### src/hdl/assert_macros.svh
// ---------------------------------------------------------------------------
// assert_macros.svh
// Assertion shorthands for the Q15 FIR filter; clocked on clk, off in reset.
// ---------------------------------------------------------------------------
`ifndef ASSERT_MACROS_SVH
`define ASSERT_MACROS_SVH

// same-cycle implication
`define QFIR_ASSERT(lbl, ante, cons, msg) \
    lbl: assert property (@(posedge clk) disable iff (!rst_n) (ante) |-> (cons)) \
        else $error(msg);

// next-cycle implication
`define QFIR_ASSERT_NEXT(lbl, ante, cons, msg) \
    lbl: assert property (@(posedge clk) disable iff (!rst_n) (ante) |=> (cons)) \
        else $error(msg);

`endif

### src/hdl/qfir_pkg.sv
`timescale 1ns / 1ps
// ---------------------------------------------------------------------------
// qfir_pkg
// Shared types and constants of the Q15 FIR filter.
// ---------------------------------------------------------------------------
package qfir_pkg;

    localparam int DATA_W      = 16;
    localparam int INDEX_W     = 5;
    localparam int TAP_COUNT_W = 6;
    localparam int ACC_W       = 32;
    localparam int OUT_SHIFT   = 16;

    localparam logic OP_SAMPLE = 1'b0;
    localparam logic OP_LOAD   = 1'b1;

    localparam logic [TAP_COUNT_W-1:0] TAP_COUNT_RESET = 6'd32;
    localparam logic signed [ACC_W-1:0] ACC_ROUND      = 32'sd32768;

    typedef enum logic [1:0] {
        ST_IDLE,
        ST_RUN,
        ST_DRAIN,
        ST_DONE
    } ctrl_state_t;

    typedef struct packed {
        logic coef_we;
        logic start;
        logic issue;
        logic result_load;
    } dp_cmd_t;

    typedef struct packed {
        logic pipe_busy;
        logic out_free;
    } dp_status_t;

endpackage

### src/hdl/qfir_in_if.sv
`timescale 1ns / 1ps
// ---------------------------------------------------------------------------
// qfir_in_if
// Input channel: sample or coefficient-load words.
// ---------------------------------------------------------------------------
interface qfir_in_if;

    logic                                 valid;
    logic                                 ready;
    logic                                 operation;
    logic [qfir_pkg::INDEX_W-1:0]         tap_index;
    logic signed [qfir_pkg::DATA_W-1:0]   value;
    logic                                 block_end;

    modport source (
        output valid,
        input  ready,
        output operation,
        output tap_index,
        output value,
        output block_end
    );

    modport sink (
        input  valid,
        output ready,
        input  operation,
        input  tap_index,
        input  value,
        input  block_end
    );

endinterface

### src/hdl/qfir_out_if.sv
`timescale 1ns / 1ps
// ---------------------------------------------------------------------------
// qfir_out_if
// Output channel: filtered Q15 words.
// ---------------------------------------------------------------------------
interface qfir_out_if;

    logic                                 valid;
    logic                                 ready;
    logic signed [qfir_pkg::DATA_W-1:0]   filtered;
    logic                                 block_end_out;

    modport source (
        output valid,
        input  ready,
        output filtered,
        output block_end_out
    );

    modport sink (
        input  valid,
        output ready,
        input  filtered,
        input  block_end_out
    );

endinterface

### src/hdl/qfir_datapath.sv
`timescale 1ns / 1ps
// ---------------------------------------------------------------------------
// qfir_datapath
// Coefficient and history memories, multiply stage, saturating accumulator
// and output register.
// ---------------------------------------------------------------------------
`include "assert_macros.svh"

module qfir_datapath #(
    parameter int MAX_TAPS = 32
) (
    input  logic                                clk,
    input  logic                                rst_n,
    input  qfir_pkg::dp_cmd_t                   cmd,
    output qfir_pkg::dp_status_t                status,
    input  logic [((MAX_TAPS > 1) ? $clog2(MAX_TAPS) : 1)-1:0] tap_addr,
    input  logic [$clog2(MAX_TAPS + 1)-1:0]     tap_total,
    input  logic [qfir_pkg::INDEX_W-1:0]        in_tap_index,
    input  logic signed [qfir_pkg::DATA_W-1:0]  in_value,
    input  logic                                in_block_end,
    output logic                                out_valid,
    input  logic                                out_ready,
    output logic signed [qfir_pkg::DATA_W-1:0]  out_filtered,
    output logic                                out_block_end
);

    localparam int AW    = (MAX_TAPS > 1) ? $clog2(MAX_TAPS) : 1;
    localparam int CW    = $clog2(MAX_TAPS + 1);
    localparam int DW    = qfir_pkg::DATA_W;
    localparam int ACW   = qfir_pkg::ACC_W;
    localparam int SUM_W = ACW + 2;

    localparam logic signed [ACW-1:0] ACC_MAX = {1'b0, {(ACW-1){1'b1}}};
    localparam logic signed [ACW-1:0] ACC_MIN = {1'b1, {(ACW-1){1'b0}}};

    logic signed [DW-1:0]    coef_mem [MAX_TAPS];
    logic signed [DW-1:0]    hist_mem [MAX_TAPS];
    logic [MAX_TAPS-1:0]     hist_ok_reg;

    logic signed [DW-1:0]    coef_rd_reg;
    logic signed [DW-1:0]    hist_rd_reg;
    logic                    hist_rd_ok_reg;
    logic                    s1_valid_reg;
    logic                    s1_first_reg;
    logic [AW-1:0]           s1_addr_reg;
    logic                    s2_valid_reg;
    logic signed [ACW-1:0]   prod_reg;
    logic signed [ACW-1:0]   acc_reg;
    logic signed [ACW-1:0]   acc_next;
    logic signed [DW-1:0]    sample_reg;
    logic                    block_end_reg;
    logic                    out_valid_reg;
    logic                    out_valid_next;
    logic signed [DW-1:0]    out_filtered_reg;
    logic                    out_block_end_reg;

    logic                    coef_we;
    logic [AW-1:0]           coef_waddr;
    logic signed [DW-1:0]    tap_data;
    logic                    hist_we;
    logic [AW-1:0]           hist_waddr;
    logic [CW-1:0]           hist_wpos;
    logic signed [SUM_W-1:0] acc_sum;
    logic signed [ACW-1:0]   acc_sat;

    assign coef_we    = cmd.coef_we && (32'(in_tap_index) < MAX_TAPS);
    assign coef_waddr = AW'(in_tap_index);

    always_ff @(posedge clk)
    begin
        if (coef_we)
        begin
            coef_mem[coef_waddr] <= in_value;
        end
        coef_rd_reg <= coef_mem[tap_addr];
    end

    // stage 1: tap 0 takes the new sample, the rest come from history
    assign tap_data   = s1_first_reg ? sample_reg : (hist_rd_ok_reg ? hist_rd_reg : '0);
    assign hist_wpos  = CW'(s1_addr_reg) + CW'(1);
    assign hist_we    = s1_valid_reg && (hist_wpos < tap_total);
    assign hist_waddr = s1_addr_reg + AW'(1);

    always_ff @(posedge clk)
    begin
        if (hist_we)
        begin
            hist_mem[hist_waddr] <= tap_data;
        end
        hist_rd_reg <= hist_mem[tap_addr];
    end

    always_ff @(posedge clk or negedge rst_n)
    begin
        if (!rst_n)
        begin
            hist_ok_reg    <= '0;
            hist_rd_ok_reg <= 1'b0;
            s1_valid_reg   <= 1'b0;
            s2_valid_reg   <= 1'b0;
            out_valid_reg  <= 1'b0;
        end
        else
        begin
            if (hist_we)
            begin
                hist_ok_reg[hist_waddr] <= 1'b1;
            end
            hist_rd_ok_reg <= hist_ok_reg[tap_addr];
            s1_valid_reg   <= cmd.issue;
            s2_valid_reg   <= s1_valid_reg;
            out_valid_reg  <= out_valid_next;
        end
    end

    // stage 2: saturating accumulate of twice the product
    always_comb
    begin
        acc_sum = SUM_W'(acc_reg) + (SUM_W'(prod_reg) <<< 1);
        if ((acc_sum[SUM_W-1:ACW-1] == '0) || (acc_sum[SUM_W-1:ACW-1] == '1))
        begin
            acc_sat = acc_sum[ACW-1:0];
        end
        else if (acc_sum[SUM_W-1])
        begin
            acc_sat = ACC_MIN;
        end
        else
        begin
            acc_sat = ACC_MAX;
        end
    end

    always_comb
    begin
        priority if (cmd.start)
        begin
            acc_next = qfir_pkg::ACC_ROUND;
        end
        else if (s2_valid_reg)
        begin
            acc_next = acc_sat;
        end
        else
        begin
            acc_next = acc_reg;
        end
    end

    always_comb
    begin
        priority if (cmd.result_load)
        begin
            out_valid_next = 1'b1;
        end
        else if (out_ready)
        begin
            out_valid_next = 1'b0;
        end
        else
        begin
            out_valid_next = out_valid_reg;
        end
    end

    always_ff @(posedge clk)
    begin
        s1_first_reg <= (tap_addr == '0);
        s1_addr_reg  <= tap_addr;
        prod_reg     <= ACW'(tap_data) * ACW'(coef_rd_reg);
        acc_reg      <= acc_next;
        if (cmd.start)
        begin
            sample_reg    <= in_value;
            block_end_reg <= in_block_end;
        end
        if (cmd.result_load)
        begin
            out_filtered_reg  <= DW'(acc_reg >>> qfir_pkg::OUT_SHIFT);
            out_block_end_reg <= block_end_reg;
        end
    end

    assign status.pipe_busy = s1_valid_reg || s2_valid_reg;
    assign status.out_free  = !out_valid_reg || out_ready;

    assign out_valid     = out_valid_reg;
    assign out_filtered  = out_filtered_reg;
    assign out_block_end = out_block_end_reg;

    `QFIR_ASSERT_NEXT(a_pipe_flow, s1_valid_reg, s2_valid_reg, "stage 2 lost a tap")
    `QFIR_ASSERT(a_drained_on_result, cmd.result_load, !status.pipe_busy, "result before drain")

endmodule

### src/hdl/qfir_controller.sv
`timescale 1ns / 1ps
// ---------------------------------------------------------------------------
// qfir_controller
// Tap count register and the sequencer that sweeps the taps of one sample.
// ---------------------------------------------------------------------------
`include "assert_macros.svh"

module qfir_controller #(
    parameter int MAX_TAPS = 32
) (
    input  logic                                  clk,
    input  logic                                  rst_n,
    input  logic                                  cfg_wr_en,
    input  logic [qfir_pkg::TAP_COUNT_W-1:0]      cfg_wr_data,
    input  logic                                  in_valid,
    output logic                                  in_ready,
    input  logic                                  in_operation,
    output qfir_pkg::dp_cmd_t                     cmd,
    input  qfir_pkg::dp_status_t                  status,
    output logic [((MAX_TAPS > 1) ? $clog2(MAX_TAPS) : 1)-1:0] tap_addr,
    output logic [$clog2(MAX_TAPS + 1)-1:0]       tap_total
);

    localparam int AW = (MAX_TAPS > 1) ? $clog2(MAX_TAPS) : 1;
    localparam int CW = $clog2(MAX_TAPS + 1);

    qfir_pkg::ctrl_state_t state_reg;
    qfir_pkg::ctrl_state_t state_next;
    logic [qfir_pkg::TAP_COUNT_W-1:0] tap_count_reg;
    logic [CW-1:0] idx_reg;
    logic [CW-1:0] idx_next;
    logic [CW-1:0] n_reg;
    logic [CW-1:0] n_next;
    logic [CW-1:0] n_sel;

    always_comb
    begin
        if (32'(tap_count_reg) > MAX_TAPS)
        begin
            n_sel = CW'(MAX_TAPS);
        end
        else
        begin
            n_sel = CW'(tap_count_reg);
        end
    end

    always_ff @(posedge clk or negedge rst_n)
    begin
        if (!rst_n)
        begin
            state_reg     <= qfir_pkg::ST_IDLE;
            tap_count_reg <= qfir_pkg::TAP_COUNT_RESET;
            idx_reg       <= '0;
            n_reg         <= '0;
        end
        else
        begin
            state_reg <= state_next;
            idx_reg   <= idx_next;
            n_reg     <= n_next;
            if (cfg_wr_en)
            begin
                tap_count_reg <= cfg_wr_data;
            end
        end
    end

    always_comb
    begin
        state_next = state_reg;
        idx_next   = idx_reg;
        n_next     = n_reg;
        cmd        = '0;
        in_ready   = 1'b0;
        unique case (state_reg)
            qfir_pkg::ST_IDLE:
            begin
                in_ready = 1'b1;
                if (in_valid)
                begin
                    unique case (in_operation)
                        qfir_pkg::OP_LOAD:
                        begin
                            cmd.coef_we = 1'b1;
                        end
                        qfir_pkg::OP_SAMPLE:
                        begin
                            cmd.start  = 1'b1;
                            n_next     = n_sel;
                            idx_next   = '0;
                            state_next = (n_sel == '0) ? qfir_pkg::ST_DRAIN : qfir_pkg::ST_RUN;
                        end
                        default:
                        begin
                            state_next = qfir_pkg::ST_IDLE;
                        end
                    endcase
                end
            end
            qfir_pkg::ST_RUN:
            begin
                cmd.issue = 1'b1;
                if (idx_reg == (n_reg - CW'(1)))
                begin
                    state_next = qfir_pkg::ST_DRAIN;
                end
                else
                begin
                    idx_next = idx_reg + CW'(1);
                end
            end
            qfir_pkg::ST_DRAIN:
            begin
                if (!status.pipe_busy)
                begin
                    state_next = qfir_pkg::ST_DONE;
                end
            end
            qfir_pkg::ST_DONE:
            begin
                if (status.out_free)
                begin
                    cmd.result_load = 1'b1;
                    state_next      = qfir_pkg::ST_IDLE;
                end
            end
            default:
            begin
                state_next = qfir_pkg::ST_IDLE;
            end
        endcase
    end

    assign tap_addr  = idx_reg[AW-1:0];
    assign tap_total = n_reg;

    `QFIR_ASSERT(a_result_has_room, cmd.result_load, status.out_free && !status.pipe_busy, "result loaded over a waiting word")
    `QFIR_ASSERT(a_run_in_range, state_reg == qfir_pkg::ST_RUN, (idx_reg < n_reg) && (n_reg != '0), "tap index outside active taps")
    `QFIR_ASSERT_NEXT(a_start_leaves_idle, cmd.start, !in_ready, "sample start did not block input")

endmodule

### src/hdl/q15_fir_filter.sv
`timescale 1ns / 1ps
// ---------------------------------------------------------------------------
// q15_fir_filter
// Direct-form FIR filter on signed Q15 samples with a loadable tap store.
// ---------------------------------------------------------------------------
// A coefficient-load word gives no output. A sample word holds off further
// input until its result is loaded, n = min(tap_count, MAX_TAPS), and the
// tap walk is skipped when n is zero: one shared multiply-accumulate unit
// walks the taps one per cycle, fed by one-read one-write coefficient and
// history memories; after the last tap the multiply and accumulate stages
// drain first and only then is the output register loaded. The load waits
// while the previous word still sits unaccepted in that register. A finished
// word waits in that register while the next input word is taken.
// Coefficients must be loaded before use; history starts at zero.

module q15_fir_filter #(
    parameter int MAX_TAPS = 32
) (
    input  logic                              clk,
    input  logic                              rst_n,
    input  logic                              cfg_wr_en,
    input  logic [qfir_pkg::TAP_COUNT_W-1:0]  cfg_wr_data,
    qfir_in_if.sink                           items,
    qfir_out_if.source                        results
);

    localparam int AW = (MAX_TAPS > 1) ? $clog2(MAX_TAPS) : 1;
    localparam int CW = $clog2(MAX_TAPS + 1);

    qfir_pkg::dp_cmd_t    cmd;
    qfir_pkg::dp_status_t status;
    logic [AW-1:0]        tap_addr;
    logic [CW-1:0]        tap_total;

    qfir_controller #(
        .MAX_TAPS (MAX_TAPS)
    ) u_ctrl (
        .clk          (clk),
        .rst_n        (rst_n),
        .cfg_wr_en    (cfg_wr_en),
        .cfg_wr_data  (cfg_wr_data),
        .in_valid     (items.valid),
        .in_ready     (items.ready),
        .in_operation (items.operation),
        .cmd          (cmd),
        .status       (status),
        .tap_addr     (tap_addr),
        .tap_total    (tap_total)
    );

    qfir_datapath #(
        .MAX_TAPS (MAX_TAPS)
    ) u_dp (
        .clk           (clk),
        .rst_n         (rst_n),
        .cmd           (cmd),
        .status        (status),
        .tap_addr      (tap_addr),
        .tap_total     (tap_total),
        .in_tap_index  (items.tap_index),
        .in_value      (items.value),
        .in_block_end  (items.block_end),
        .out_valid     (results.valid),
        .out_ready     (results.ready),
        .out_filtered  (results.filtered),
        .out_block_end (results.block_end_out)
    );

endmodule

### src/flat_wrapper.sv
// flat-port wrapper written by rule: the top's interface ports become plain ports
module q15_fir_filter_flat 
#(
    parameter int MAX_TAPS = 32
)
  (clk, rst_n, cfg_wr_en, cfg_wr_data, items_valid, items_ready, items_operation, items_tap_index, items_value, items_block_end, results_valid, results_ready, results_filtered, results_block_end_out);
  qfir_in_if items_i ();
  qfir_out_if results_i ();
  input  logic clk;
  input  logic rst_n;
  input  logic cfg_wr_en;
  input  logic [qfir_pkg::TAP_COUNT_W-1:0] cfg_wr_data;
  input wire logic [$bits(items_i.valid)-1:0] items_valid;
  output wire logic [$bits(items_i.ready)-1:0] items_ready;
  input wire logic [$bits(items_i.operation)-1:0] items_operation;
  input wire logic [$bits(items_i.tap_index)-1:0] items_tap_index;
  input wire logic [$bits(items_i.value)-1:0] items_value;
  input wire logic [$bits(items_i.block_end)-1:0] items_block_end;
  output wire logic [$bits(results_i.valid)-1:0] results_valid;
  input wire logic [$bits(results_i.ready)-1:0] results_ready;
  output wire logic [$bits(results_i.filtered)-1:0] results_filtered;
  output wire logic [$bits(results_i.block_end_out)-1:0] results_block_end_out;
  assign items_i.valid = items_valid;
  assign items_ready = items_i.ready;
  assign items_i.operation = items_operation;
  assign items_i.tap_index = items_tap_index;
  assign items_i.value = items_value;
  assign items_i.block_end = items_block_end;
  assign results_valid = results_i.valid;
  assign results_i.ready = results_ready;
  assign results_filtered = results_i.filtered;
  assign results_block_end_out = results_i.block_end_out;
  q15_fir_filter #(.MAX_TAPS(MAX_TAPS)) u_core (.clk(clk), .rst_n(rst_n), .cfg_wr_en(cfg_wr_en), .cfg_wr_data(cfg_wr_data), .items(items_i), .results(results_i));
endmodule
### config.mk
export PLATFORM = sky130hd
export DESIGN_NAME = q15_fir_filter_flat
export DESIGN_NICKNAME = d
export VERILOG_FILES = /design/src/hdl/qfir_pkg.sv /design/src/hdl/qfir_in_if.sv /design/src/hdl/qfir_out_if.sv /design/src/hdl/qfir_datapath.sv /design/src/hdl/qfir_controller.sv /design/src/hdl/q15_fir_filter.sv /design/src/flat_wrapper.sv
export VERILOG_INCLUDE_DIRS = /design/src /design/src/hdl
export SDC_FILE = /design/constraint.sdc
export NUM_CORES = 2
export LEC_CHECK = 0
export BUFFER_PORTS_ARGS = -buffer_cell sky130_fd_sc_hd__buf_2
export CORE_MARGIN = 3
export CORE_UTILIZATION = 32
export CTS_CLUSTER_DIAMETER = 40
export DETAILED_ROUTE_END_ITERATION = 16
export SYNTH_ARGS = -nofsm -noshare
export SYNTH_HDL_FRONTEND = slang
export SYNTH_SLANG_ARGS = --single-unit
### constraint.sdc
create_clock -name clk -period 9.5 [get_ports clk]
set_input_delay 0.95 -clock clk [delete_from_list [all_inputs] [get_ports clk]]
set_output_delay 0.95 -clock clk [all_outputs]
set_load 0.005 [all_outputs]
==> metrics.md <==
| Metric | Value |
|---|---|
| Status | complete, no violations |
| Worst-Margin Slew | 1.161 ns |
| Synthesized cell area | 56980 sq um |
| Post-route ant nets | 0 |
| Yosys top cell area share | 55.76% |
| DR pass1 iterations | 5 |
| Full die area | 183200 sq um |
| Dpl cell area | 60550 sq um |
| CP Launch Type | flip-flop |
| Hold Fails Final Rpt | 0 |
| Initial Util | 32.28% |
| Cell taking the most area after synthesis | edfxtp_1 |
| Post-cts resize count | 0 |
| Ys flop type | edfxtp_1 |
| Cts bufs inserted | 143 |
| Worst min path class | primary input to asynchronous set/reset pin |
| Biggest regs | u_core.u_dp.coef_mem (512), u_core.u_dp.hist_mem (512) |
| Filler Cell Count | 16520 |
| Worst-path clk slew | 0.06 ns |
| Synth Area in Simple Gates | 4.971% |
| Post-Synth Adder-Cell Area | 12.09% |
| Row count | 154 |
| Pin count of the biggest net entering global routing | 108 |
| Largest family of logic cells by synthesized area | multiplexers |
| WP data required | 10.20 ns |
| Clk_skew | 0.02523 ns |
| Gpl congestion | 0.8138 |
| CTS max path bufs | 3 |
| Finished Cell Area | 65260 sq um |
| Tmin final | 7.981 ns |
| Clk Latency, worst-skew pair | 0.77 ns |
| Reg2Reg Depth | 23 |
| Post-synth ARST share | 4.609% |
| Die span in y | 428.0 um |
| Net Count, Synth | 3794 |
| Met2 WL | 64060 um |
| Most used cell, CP | fa_1 |
| CP Capture Type | flip-flop |
| Complex-gate fraction of the synthesized area | 3.046% |
| Fin Setup TNS | 0 ns |
| Vias in the first global route | 31290 |
| Layout area overhead | 14.52% |
| CTS tree | built |
| Seq cells post-synth | 1215 |
| First-pass GRT wire length | 204100 um |
| Post-Synth XOR/XNOR Area | 1.122% |
| Gr usage total | 14.73% |
| Critical Path Stages | 23 |
| H-tree depth | 4 |
| I/O pin count | 53 |
| Final #Nets | 3940 |
| Pre-CTS WS | 1.602 ns |
| Slew margin rel. | 22.62% |
| Crit Path Category | flip-flop to flip-flop |
| Post-CTS Hold Fix Bufs | 0 |
| DP HPWL | 82920 um |
| Slowest stage cell, crit path | a22o_2 |
| Post-synth EDFFs | 1058 |
| DR top layer | met5 |
| Placed insts | 5708 |
| Routed vias/inst | 4.956 |
| Worst Path Buf+Inv | 5 |
| Layout Cells excl Fill | 5976 |
| Post-synthesis mux area share | 13.87% |
| Sequential area share after synthesis | 61.76% |
| Max Slew Vio Count | 0 |
| Family with the most delay on the worst path | adder cells |
| Top cells by area, synth | edfxtp_1 56%, mux4_2 13%, fa_1 9.2% |
| CTS root buf | clkbuf_16 |
| Final period util | 84.01% |
| Setup repair bufs after CTS | 0 |
| Synth cell types | 70 |
| Iteration-0 DRC Markers | 2663 |
| Share of layout cells above drive strength 1 | 23.49% |
| Metal-1 WL | 59880 um |
| Avg Synthesized Cell Area | 16.92 sq um |
| Unrepaired setup endpoints after global routing | no |
| DR WL/cell | 22.52 um |
| Critical-path cell list | nor2b_1, a22o_2, nand2_1, fa_1, inv_1, fa_1, inv_1, fa_1, inv_1, fa_1, fa_1, inv_1, fa_1, inv_1, ha_1, a21o_1, a21o_1, a21oi_1, o21ai_0, o2111ai_1, a21boi_0, or4_1, nand3_1 |
| Vias post-DR | 29620 |
| CORE AREA | 176500 sq um |
| Final setup margin | 1.519 ns |
| Fmax | 125.3 MHz |
| Post-route DRC | 0 |
| Wire length on met3 | 8341 um |
| Setup-failing EPs final | 0 |
| Initial antenna violation count | 15 |
| Critical path's largest stage delay | 0.92 ns |
| Chip width | 428.0 um |
| Synth Warn # | 0 |
| WL final | 134600 um |
| Crit-path max FO | 48 |
| Max Cap Violations | 0 |
| Post-Syn Instances | 3367 |
| # port buffers | 52 |
| Grt ovf | 0 |
| TritonCTS Sinks | 1215 |
| Worst EP arrival | 8.68 ns |
==> cell usage after synthesis (4+ instances only) <==
library cell and count:
edfxtp_1 1058, inv_1 332, mux4_2 330, fa_1 263, nand2_1 190, ha_1 130, and2_1 125, nor2_1 114
dfxtp_1 101, clkbuf_1 100, o21ai_0 76, a21oi_1 74, dfrtp_1 55, xnor2_1 48, or2_2 40, mux2_2 39
a21o_1 27, xor2_1 25, buf_1 24, nor3_1 20, nand3_1 19, a22o_1 16, nor2b_1 11, buf_2 9
nand2b_1 9, nand3b_1 9, a211oi_1 8, and3_1 8, o211ai_1 8, o21bai_1 8, or3_1 8, nand4_1 7
o21a_1 5, a21boi_0 4, o2111ai_1 4, or3b_2 4
==> placed cells by master (no fill, tap or decap), types with 11 or more instances in the layout <==
cell,instances
a21o_1,27
a21oi_1,74
a22o_1,13
and2_1,125
buf_2,52
buf_4,82
clkbuf_1,28
clkbuf_16,143
clkinv_2,18
dfrtp_1,50
dfxtp_1,101
edfxtp_1,1058
fa_1,263
ha_1,130
inv_1,332
inv_6,12
mux2_2,39
mux4_2,330
nand2_1,190
nand3_1,19
nor2_1,57
nor2_2,48
nor2b_1,11
nor3_1,16
o21ai_0,76
or2_2,40
xnor2_1,48
xor2_1,25
==> through the flow <==
| stage | utilization (%) | hold WS [ns] |
|---|---|---|
| final | 36.97 | 0.3597 |
| after global routing | 36.97 | 0.3617 |
| after CTS | 36.97 | 0.3274 |
| after detailed placement | 34.31 | 0.4056 |
| after global placement | 34.31 | 0.4029 |
| after floorplan | - | 0.3454 |
==> metal layers <==
metal / global-route usage [%] / vias to the layer above
met3: 2.901 / 167
met4: 3.783 / 6
li1: - / 12850
met5: 0 / -
met1: 20.73 / 15810
met2: 23.45 / 791
==> cell type report <==
class | instances | area, sq um | area share (%)
sequential | 1215 | 35210 | 53.96
tap | 2340 | 2928 | 4.487
clock buffer | 175 | 3739 | 5.729
timing repair buffer | 137 | 935.9 | 1.434
clock inverter | 88 | 958.4 | 1.469
multi-input combinational | 1684 | 20230 | 31.00
antenna | 5 | 12.51 | 0.01917
inverter | 332 | 1246 | 1.910
==> logic make-up after synthesis <==
kind of cell    Yosys count
mux                     372
buf+inv                 468
flops                  1215
xor+xnor                 73
compound gates          271
simple gates            575
fa+ha+maj               393
==> worst paths after layout <==
check,slack [ns],to,from
worst max-delay path,1.52,u_core.u_dp.prod_reg[27]$_DFF_P_,u_core.u_dp.s1_first_reg$_DFF_P_
worst min-delay path,0.36,u_core.u_dp.hist_rd_ok_reg$_DFF_PN0_,rst_n
worst max register to register,1.52,u_core.u_dp.prod_reg[27]$_DFF_P_,u_core.u_dp.s1_first_reg$_DFF_P_
worst min register to register,0.42,u_core.u_dp.s2_valid_reg$_DFF_PN0_,u_core.u_dp.s1_valid_reg$_DFF_PN0_
max in group asynchronous,8.38,u_core.u_ctrl.idx_reg[3]$_DFFE_PN0P_,rst_n
min in group clk,0.38,u_core.u_dp.block_end_reg$_DFFE_PP_,items_block_end
Power is left out: the tool's default activity adds up to more than one toggle a clock period on the data nets, which glitch-free logic cannot reach.
